[src/design/rtks_pkg.sv]
// ----------------------------------------------------------------------------
// rtks_pkg: shared types for the row top-k selector
// Field widths and the control group that the top level sends to each cell.
// ----------------------------------------------------------------------------
package rtks_pkg;

  localparam int VALUE_W = 32;
  localparam int POS_W   = 16;
  localparam int KCFG_W  = 5;
  localparam logic [KCFG_W-1:0] K_RESET = KCFG_W'(16);

  typedef logic signed [VALUE_W-1:0] value_t;
  typedef logic [POS_W-1:0]          pos_t;

  // Control broadcast to every cell of the chain
  typedef struct packed {
    logic insert;  // an element transfer is being inserted
    logic accept;  // the element lands inside the first k entries
    logic last;    // that element closes the row
    logic shift;   // result transfer: move the chain one cell toward the head
  } cell_ctrl_t;

endpackage

[src/design/row_top_k_select_top.sv]
// ----------------------------------------------------------------------------
// row_top_k_select_top: streaming top-k selector over rows
// Keeps the k largest signed values of each row in a sorted chain of cells
// and reports them, largest first, when the row ends.
// ----------------------------------------------------------------------------
// Elements of a row are taken one per cycle: each transfer is compared
// against all K_MAX cells of the insertion chain at once and lands in its
// sorted place in the same cycle. On the element that carries tlast the
// block stops taking input and drains min(k, N) results, N being the
// row's element count, from the head cell of the chain, one per output
// transfer, largest value first, equal values in row order; the final one
// carries tlast. The chain shifts one cell per output transfer, and the
// next row's first element is taken in the cycle after the last result
// leaves. k is the configured count, with 0 read as 1 and counts above
// K_MAX read as K_MAX; write it only between rows. Positions count from
// zero and stick at min(ROW_MAX, 65536) - 1 in an overlong row.
// ----------------------------------------------------------------------------
module row_top_k_select_top #(
  parameter int K_MAX   = 16,
  parameter int ROW_MAX = 65536
) (
  input  logic        clk,
  input  logic        rst,
  // configuration: k_count
  input  logic        cfg_we,
  input  logic [4:0]  cfg_wdata,
  // element stream
  input  logic        s_tvalid,
  output logic        s_tready,
  input  logic [31:0] s_tdata,   // [31:0] value
  input  logic        s_tlast,   // row_end
  // result stream
  output logic        m_tvalid,
  input  logic        m_tready,
  output logic [47:0] m_tdata,   // [31:0] top_value, [47:32] position
  output logic        m_tlast    // burst_end
);
  import rtks_pkg::*;

  localparam int KW = $clog2(K_MAX + 1);
  localparam pos_t POS_LIMIT = (ROW_MAX > 65536) ? pos_t'(65535) : pos_t'(ROW_MAX - 1);

  logic [KCFG_W-1:0] k_count;
  logic [KW-1:0]     k_eff;
  pos_t              row_position;
  logic              draining;   // result burst in progress, input held off

  cell_ctrl_t        ctrl;
  logic              in_xfer;
  logic              out_xfer;
  value_t            new_value;

  value_t            cv     [K_MAX];
  pos_t              cp     [K_MAX];
  logic [K_MAX-1:0]  cvalid;
  logic [K_MAX-1:0]  cge;
  logic [K_MAX-1:0]  in_k;

  assign new_value = value_t'(s_tdata);
  assign s_tready  = !draining;
  assign in_xfer   = s_tvalid && s_tready;
  assign out_xfer  = m_tvalid && m_tready;

  // Effective k: zero reads as one, large counts clamp to the chain length
  always_comb begin
    if (k_count == '0) begin
      k_eff = KW'(1);
    end else if (32'(k_count) > K_MAX) begin
      k_eff = KW'(K_MAX);
    end else begin
      k_eff = KW'(k_count);
    end
  end

  always_comb begin
    for (int i = 0; i < K_MAX; i++) begin
      in_k[i] = (i < 32'(k_eff));
    end
  end

  // The greater-or-equal flags form a prefix, so the element fits within
  // the first k slots when any of those slots is not greater or equal.
  always_comb begin
    ctrl.insert = in_xfer;
    ctrl.accept = |(~cge & in_k);
    ctrl.last   = s_tlast;
    ctrl.shift  = out_xfer;
  end

  for (genvar i = 0; i < K_MAX; i++) begin : g_cell
    value_t lv;
    pos_t   lp;
    logic   lval;
    logic   lge;
    value_t rv;
    pos_t   rp;
    logic   rval;

    if (i == 0) begin : g_head
      // head slot sees an "always ahead" left neighbor
      assign lv   = new_value;
      assign lp   = row_position;
      assign lval = 1'b1;
      assign lge  = 1'b1;
    end else begin : g_body
      assign lv   = cv[i-1];
      assign lp   = cp[i-1];
      assign lval = cvalid[i-1];
      assign lge  = cge[i-1];
    end

    if (i == K_MAX - 1) begin : g_tail
      assign rv   = new_value;
      assign rp   = row_position;
      assign rval = 1'b0;
    end else begin : g_inner
      assign rv   = cv[i+1];
      assign rp   = cp[i+1];
      assign rval = cvalid[i+1];
    end

    rtks_cell u_cell (
      .clk         (clk),
      .rst         (rst),
      .ctrl        (ctrl),
      .in_k        (in_k[i]),
      .new_value   (new_value),
      .new_pos     (row_position),
      .left_value  (lv),
      .left_pos    (lp),
      .left_valid  (lval),
      .left_ge     (lge),
      .right_value (rv),
      .right_pos   (rp),
      .right_valid (rval),
      .value       (cv[i]),
      .pos         (cp[i]),
      .valid       (cvalid[i]),
      .ge          (cge[i])
    );
  end

  // Results come straight from the head cell
  assign m_tvalid = draining && cvalid[0];
  assign m_tdata  = {cp[0], cv[0]};
  generate
    if (K_MAX > 1) begin : g_last_multi
      assign m_tlast = !cvalid[1];
    end else begin : g_last_single
      assign m_tlast = 1'b1;
    end
  endgenerate

  always_ff @(posedge clk) begin
    if (rst) begin
      k_count      <= K_RESET;
      row_position <= '0;
      draining     <= 1'b0;
    end else begin
      if (cfg_we) begin
        k_count <= cfg_wdata;
      end
      if (in_xfer) begin
        if (s_tlast) begin
          row_position <= '0;
          draining     <= 1'b1;
        end else if (row_position < POS_LIMIT) begin
          row_position <= row_position + pos_t'(1);
        end
      end
      if (out_xfer && m_tlast) begin
        draining <= 1'b0;
      end
    end
  end

endmodule

[src/design/rtks_cell.sv]
// ----------------------------------------------------------------------------
// rtks_cell: one slot of the sorted insertion chain
// Holds one kept value and its position; takes the new element, its left
// neighbor's entry, or keeps its own, and shifts toward the head on readout.
// ----------------------------------------------------------------------------
module rtks_cell (
  input  logic                clk,
  input  logic                rst,
  input  rtks_pkg::cell_ctrl_t ctrl,
  input  logic                in_k,       // this slot lies below the active k
  input  rtks_pkg::value_t    new_value,
  input  rtks_pkg::pos_t      new_pos,
  input  rtks_pkg::value_t    left_value,
  input  rtks_pkg::pos_t      left_pos,
  input  logic                left_valid,
  input  logic                left_ge,
  input  rtks_pkg::value_t    right_value,
  input  rtks_pkg::pos_t      right_pos,
  input  logic                right_valid,
  output rtks_pkg::value_t    value,
  output rtks_pkg::pos_t      pos,
  output logic                valid,
  output logic                ge
);
  import rtks_pkg::*;

  logic valid_next;

  // Kept entry is greater or equal: new element goes somewhere after it
  assign ge = valid && (value >= new_value);

  always_comb begin
    valid_next = valid;
    if (ctrl.shift) begin
      valid_next = right_valid;
    end else if (ctrl.insert) begin
      if (ctrl.accept) begin
        valid_next = (valid | left_valid) & in_k;
      end
      if (ctrl.last) begin
        valid_next = valid_next & in_k;
      end
    end
  end

  always_ff @(posedge clk) begin
    if (rst) begin
      valid <= 1'b0;
    end else begin
      valid <= valid_next;
    end
  end

  always_ff @(posedge clk) begin
    if (ctrl.shift) begin
      value <= right_value;
      pos   <= right_pos;
    end else if (ctrl.insert && ctrl.accept && !ge) begin
      if (left_ge) begin
        value <= new_value;
        pos   <= new_pos;
      end else begin
        value <= left_value;
        pos   <= left_pos;
      end
    end
  end

endmodule
[config.mk]
export PLATFORM = sky130hd
export DESIGN_NAME = row_top_k_select_top
export DESIGN_NICKNAME = d
export VERILOG_FILES = /design/src/design/rtks_pkg.sv /design/src/design/row_top_k_select_top.sv /design/src/design/rtks_cell.sv
export SDC_FILE = /design/constraint.sdc
export NUM_CORES = 2
export LEC_CHECK = 0
export BUFFER_PORTS_ARGS = -buffer_cell sky130_fd_sc_hd__buf_2
export CAP_MARGIN = 10
export CORE_MARGIN = 3
export CORE_UTILIZATION = 58
export CTS_CLUSTER_DIAMETER = 40
export DETAILED_ROUTE_END_ITERATION = 16
export GPL_TIMING_DRIVEN = 0
export PLACE_DENSITY = 0.79
export SETUP_SLACK_MARGIN = 0.3
export SYNTH_ARGS = -nofsm -noshare
export SYNTH_HDL_FRONTEND = slang
export SYNTH_SLANG_ARGS = --single-unit
export TNS_END_PERCENT = 5
[constraint.sdc]
create_clock -name clk -period 7.3 [get_ports clk]
set_input_delay 1.095 -clock clk [delete_from_list [all_inputs] [get_ports clk]]
set_output_delay 1.095 -clock clk [all_outputs]
set_load 0.05 [all_outputs]
Word level (Yosys, flattened, before mapping)
Index checks and enable logic that the tools add are counted.
{"block": "word_totals", "register_bits": 806, "in_bits": 43, "output_inout_bits": 51, "wordCells": 405}
{"block": "op_classes", "add_sub_neg": 1, "order_cmp": 34, "n_mux": 192, "bitwise": 48, "reduce_logical": 79}
{"operator": "two-way mux 32 bit", "count": 47}
{"operator": "two-way mux 16 bit", "count": 49}
{"operator": "greater-or-equal comparator 32 bit", "count": 16}
{"operator": "two-way mux 1 bit", "count": 94}
{"operator": "less-than comparator 4 x 5 -> 1 bit (first input constant)", "count": 8}
{"operator": "logical AND 1 bit", "count": 37}
{"operator": "nonzero test 2 bit", "count": 18}
{"operator": "AND 1 bit", "count": 31}
{"operator": "less-than comparator 3 x 5 -> 1 bit (first input constant)", "count": 4}
{"operator": "zero test 1 bit", "count": 18}
{"operator": "adder 16 x 1 -> 16 bit (second input constant)", "count": 1}
{"operator": "AND 16 bit", "count": 1}
{"operator": "less-than comparator 16 bit (second input constant)", "count": 1}
{"operator": "NOT 16 bit", "count": 1}
{"operator": "OR reduction 16 bit", "count": 1}
{"operator": "OR 1 bit", "count": 15}
{"operator": "less-than comparator 1 x 5 -> 1 bit (first input constant)", "count": 2}
{"operator": "less-than comparator 2 x 5 -> 1 bit (first input constant)", "count": 2}
{"operator": "two-way mux 5 bit", "count": 2}
{"operator": "greater-than comparator 5 bit (second input constant)", "count": 1}
{"operator": "zero test 5 bit", "count": 1}
{"operator": "AND reduction 2 bit", "count": 2}
{"operator": "OR reduction 2 bit", "count": 2}

Depth between registers and ports, before layout
{"block": "depth", "depth_word": 13, "mapped_depth": 16, "depth_no_buf": 12}

Modules after synthesis
From an unflattened synthesis, not the netlist that was laid out.
{"block": "unflattened", "hier_cells": 5535, "hier_area_um2": 54951.5}
{"module": "rtks_cell", "n_inst": 16, "cells_per_inst": 335, "area_each_um2": 3348.2, "seq_area_each_um2": 1461.4}
{"module": "row_top_k_select_top", "n_inst": 1, "cells_per_inst": 175, "area_each_um2": 1380.1, "seq_area_each_um2": 440.4}

Worst setup path after synthesis
No wires, ideal clock.
{"block": "synth_path", "path_kind": "input -> register", "from": "input port s_tdata[23]", "to": "register g_cell[15].u_cell.pos[0] (enable)", "setup_time_ns": 0.520, "t_arrival_ns": 7.343, "required_ns": 6.780, "path_slack_ns": -0.563, "stages": 14, "n_path_buf": 2, "cell_sequence": "inv_1 clkbuf_1 ha_1 a21oi_1 o21ai_0 a22o_1 or4_1 a21oi_1 a311oi_1 and4_1 nand4_2 buf_2 nand2_1 o21ai_0"}
{"block": "synth_between", "elab_chain_len": 8, "elab_cells_between_ends": 39, "cone_classes": "order compare (16); bitwise (2); reduce/logical (21)"}
{"item": "from (decl)", "line_no": "row_top_k_select_top.sv:30", "source": "input logic [31:0] s_tdata,"}
{"item": "greater-or-equal comparator 32 bit", "line_no": "rtks_cell.sv:30", "source": "assign ge = valid && (value >= new_value);"}
{"item": "logical AND 1 bit", "line_no": "rtks_cell.sv:30"}
{"item": "NOT 16 bit", "line_no": "row_top_k_select_top.sv:85", "source": "ctrl.accept = |(~cge & in_k);"}
{"item": "AND 16 bit", "line_no": "row_top_k_select_top.sv:85"}
{"item": "OR reduction 16 bit", "line_no": "row_top_k_select_top.sv:85"}
{"item": "logical AND 1 bit", "line_no": "rtks_cell.sv:58", "source": "end else if (ctrl.insert && ctrl.accept && !ge) begin"}
{"item": "logical AND 1 bit (*)", "line_no": "rtks_cell.sv:58"}
{"item": "nonzero test 2 bit (no source line) (*)"}
{"item": "to (signal assigned)", "line_no": "rtks_cell.sv:57", "source": "pos <= right_pos;"}
{"item": "to (signal assigned)", "line_no": "rtks_cell.sv:61", "source": "pos <= new_pos;"}
{"item": "to (signal assigned)", "line_no": "rtks_cell.sv:64", "source": "pos <= left_pos;"}
{"item": "to (decl)", "line_no": "rtks_cell.sv:21", "source": "output rtks_pkg::pos_t pos,"}
Mark *: on every way between the ends. The rest lies on a longest branch, timed or not.
A chain may end at the register's enable or synchronous reset.

Worst setup path after layout
{"block": "layout_path", "from": "input port s_tdata[31]", "to": "register g_cell[15].u_cell.value[8] (enable)"}
{"block": "layout_between", "elab_chain_len": 8, "elab_cells_between_ends": 39, "cone_classes": "order compare (16); bitwise (2); reduce/logical (21)"}
{"item": "greater-or-equal comparator 32 bit", "line_no": "rtks_cell.sv:30"}
{"item": "logical AND 1 bit", "line_no": "rtks_cell.sv:30"}
{"item": "NOT 16 bit", "line_no": "row_top_k_select_top.sv:85"}
{"item": "AND 16 bit", "line_no": "row_top_k_select_top.sv:85"}
{"item": "OR reduction 16 bit", "line_no": "row_top_k_select_top.sv:85"}
{"item": "logical AND 1 bit", "line_no": "rtks_cell.sv:58"}
{"item": "logical AND 1 bit (*)", "line_no": "rtks_cell.sv:58"}
{"item": "nonzero test 2 bit (no source line) (*)"}
{"item": "to (signal assigned)", "line_no": "rtks_cell.sv:56", "source": "value <= right_value;"}
{"item": "to (signal assigned)", "line_no": "rtks_cell.sv:60", "source": "value <= new_value;"}
{"item": "to (signal assigned)", "line_no": "rtks_cell.sv:63", "source": "value <= left_value;"}
{"item": "to (decl)", "line_no": "rtks_cell.sv:20", "source": "output rtks_pkg::value_t value,"}
Marks and branches as above.

==> impl_metrics.ini <==
[drt]
drtIter0Drc = 6576
routedWlPerCell_um = 25.27
via_per_inst = 6.781
drcViolationCount = 0
vias = 46630
ant_nets = 0
drt-total-wl_um = 173800
firstDrtPassIters = 6

[worst_setup_path]
cp.arrival_ns = 7.38
crit_path_max_incr_delay_ns = 1.28
slowest_stage = nor4_1
path_delay_family = simple AND/OR/NAND/NOR gates
timing.rr.end = g_cell[15].u_cell.value[8]
worstRegToRegCells = 13
reg2reg_setup_slack_ns = 1.22
r2r_start = g_cell[1].u_cell.value[19]
path_buf_inv = 5
cp_max_fo = 27
required_ns = 7.72
crit_type = in -> reg
end_kind = flip-flop
start_kind = primary input
path_cells = buf_2 -> inv_1 -> clkbuf_2 -> ha_1 -> nand3_1 -> nor4_1 -> nand2_1 -> o211ai_1 -> nor4_1 -> o21ai_0 -> o2bb2ai_1 -> nand4_2 -> buf_2 -> nand2_1 -> o21ai_4 -> buf_12

[sta]
fin_setup_tns_ns = 0
worst_pin_slew_ns = 1.458
max_slew_margin_pct = 1.871
final-setup-viol-count = 0
max_freq_mhz = 143.7
final-max-slew-violation-count = 0
rsz0062_at_grt = false
fin_worst_skew_ns = 0.03440
min_period_ns = 6.960
hold_violations = 0
post-route-period-util_pct = 95.35

[grt]
grt_max_degree = 37
grt_pass1_wl_um = 261200
gr-total-overflow = 0
grt_pass1_vias = 45900
antenna_found_initial = 1
grt_usage_pct = 37.08

[clocking]
clk_path_buf_depth = 3
cts_buffers = 135
root_buffer = clkbuf_16
path_clk_slew_ns = 0.06
cts_resized = 0
cts_tree = yes
postCtsSetupBuffers = 0
hold_buffers = 0
htree_levels = 4
clkSinkCount = 806
clk_latency_ns = 0.75

[placed_design]
place_area_um2 = 53760
io_buffer_count = 91
gp_congestion = 0.9610
dpl.hpwl_um = 130500

[synthesis]
synth_area_um2 = 51210
yosys_warnings = 0
synth_cells = 5349
ys_ff_latch = 806
ys_types = 73
syn_area_per_cell_um2 = 9.573
synth.net_count = 5905
synthArstFlopShare_pct = 0
synthFlopType = edfxtp_1
seq_area_frac_synth_pct = 46.52
synth_edf_count = 768

[power]
p_per_area_nw_per_um2 = 256.5
irDropWorstVdd_v = 0.0003017
power_leakage_nw = 23.23
power_mw = 15.05

[floorplan]
dieArea_um2 = 91890
ioPinCount = 94
die_x_um = 303.1
die_height_um = 303.1
num_rows = 108
core_um2 = 87160
start_util_pct = 58.75

[final_layout]
final_common_cell = nand2_1
fin_nets = 6165
area_delta_synth_final_pct = 14.55
utilization_pct = 67.30
fillCellCount = 6650
most-common-layout-cells = nand2_1, o21ai_0, edfxtp_1, a21oi_1, ha_1
multi_input_area_um2 = 25780
register_area_um2 = 23820
drive_gt1_share_pct = 7.378
finalInstanceArea_um2 = 58660

[min_path]
worstHoldEndpoint = g_cell[14].u_cell.pos[0]
min_path_cells = 2
hp-class = reg -> reg
min_from = g_cell[15].u_cell.pos[0]

[outcome]
status = finished, violations left
violations = capacitance limit

[flow_run]
max_cap_viol_count = 1
## flip-flops by register name, summed over array words and instances (netlist names)
register / count
k_count: 5
g_cell.u_cell.valid: 16
g_cell.u_cell.pos: 256
g_cell.u_cell.value: 512
g_cell.lp: 16
draining: 1
## metrics by stage
stage                     hold slack [ns]  setup slack (ns)  std cells
after floorplan                    0.4860           -0.5567       5349
after global placement             0.5008            -4.962       6595
after detailed placement           0.5108           0.01691       6627
after CTS                          0.5340            0.7365       6875
after global routing               0.5572            0.3637       6875
final                              0.5348            0.3395       6876
## per-layer routing
metal	vias to the layer above	GRT usage (%)	wire length [um]
li1	20260	-	-
met1	22370	49.67	65960
met2	3360	55.97	75970
met3	642	8.090	21110
met4	0	20.92	10720
met5	-	0	0
## final cells by class
type	count	area share [%]
multi-input combinational	4105	43.95
sequential	806	40.62
clock buffer	152	6.013
tap	1155	2.464
buffer	357	2.374
clock inverter	96	2.325
timing repair buffer	123	1.732
inverter	81	0.5184
antenna	1	0.004266
## cell families (layout without fill, tap and decap cells)
family                   count (synthesis)  after routing  synth area share, %
AND/OR/NAND/NOR                       1643           1643                13.55
AO/OA/AOI/OAI                         1545           1545                16.22
flip-flops                             806            806                46.52
adder cells (fa/ha/maj)                513            513                12.53
buffers and inverters                  438            809                3.277
multiplexers                           385            385                7.562
XOR/XNOR                                19             19               0.3250
other                                    0              1                    0
## how the worst max path moves through the flow
stage,slack (ns),depth (start not counted),end,start
6_report,0.34,16,g_cell[15].u_cell.value[8],s_tdata[31]
5_1_grt,0.36,16,g_cell[15].u_cell.value[8],s_tdata[31]
4_1_cts,0.74,16,g_cell[15].u_cell.value[8],s_tdata[19]
3_5_place_dp,0.02,16,g_cell[15].u_cell.value[9],s_tdata[31]
3_3_place_gp,-4.96,15,g_cell[1].u_cell.value[10],s_tdata[19]
2_1_floorplan,-0.56,14,g_cell[10].u_cell.pos[0],s_tdata[23]
## synthesized netlist by cell type (all sizes together) (4+ instances only)
library cell / instances / area (um^2)
nand2: 940 / 3528
o21ai: 831 / 4159
edfxtp: 768 / 23060
a21oi: 541 / 2708
ha: 513 / 6419
nor2: 384 / 1441
mux2i: 370 / 3704
clkbuf: 276 / 1036
nand4: 102 / 644.4
buf: 81 / 337.8
inv: 81 / 304.0
nand3: 77 / 385.4
dfxtp: 38 / 760.7
nor3: 27 / 135.1
nor4: 21 / 152.6
and4: 19 / 166.4
a221oi: 18 / 157.7
a21o: 17 / 127.6
nor2b: 17 / 106.4
a221o: 16 / 160.2
a22oi: 16 / 120.1
mux2: 15 / 168.9
o211ai: 15 / 112.6
a211oi: 12 / 90.09
o21a: 12 / 90.09
or3: 12 / 75.07
a31oi: 11 / 68.82
xnor2: 11 / 96.34
and3: 9 / 56.30
a2111oi: 8 / 88.84
and2: 8 / 50.05
nand2b: 8 / 50.05
xor2: 8 / 70.07
or2: 5 / 31.28
a211o: 4 / 35.03
o221ai: 4 / 35.03
o22ai: 4 / 25.02
o31ai: 4 / 30.03
or4: 4 / 30.03
## worst reg2reg max path, cell delays in order, from the launching register on
cell	delay, ns
edfxtp_1	0.43
ha_1	0.32
and2_1	0.19
a221o_1	0.33
nand2_1	0.15
o211ai_1	0.29
nor4_1	1.28
o21ai_0	0.44
o2bb2ai_1	0.24
nand4_2	0.15
buf_2	0.30
nand2_1	0.45
o21ai_4	0.88
buf_12	0.30
## power breakdown
part	switching, mW	internal, mW
sequential	0.360	5.65
combinational	1.31	0.711
clock	2.48	4.53
total	4.16	10.9
Power figures use the tool's default switching activity.
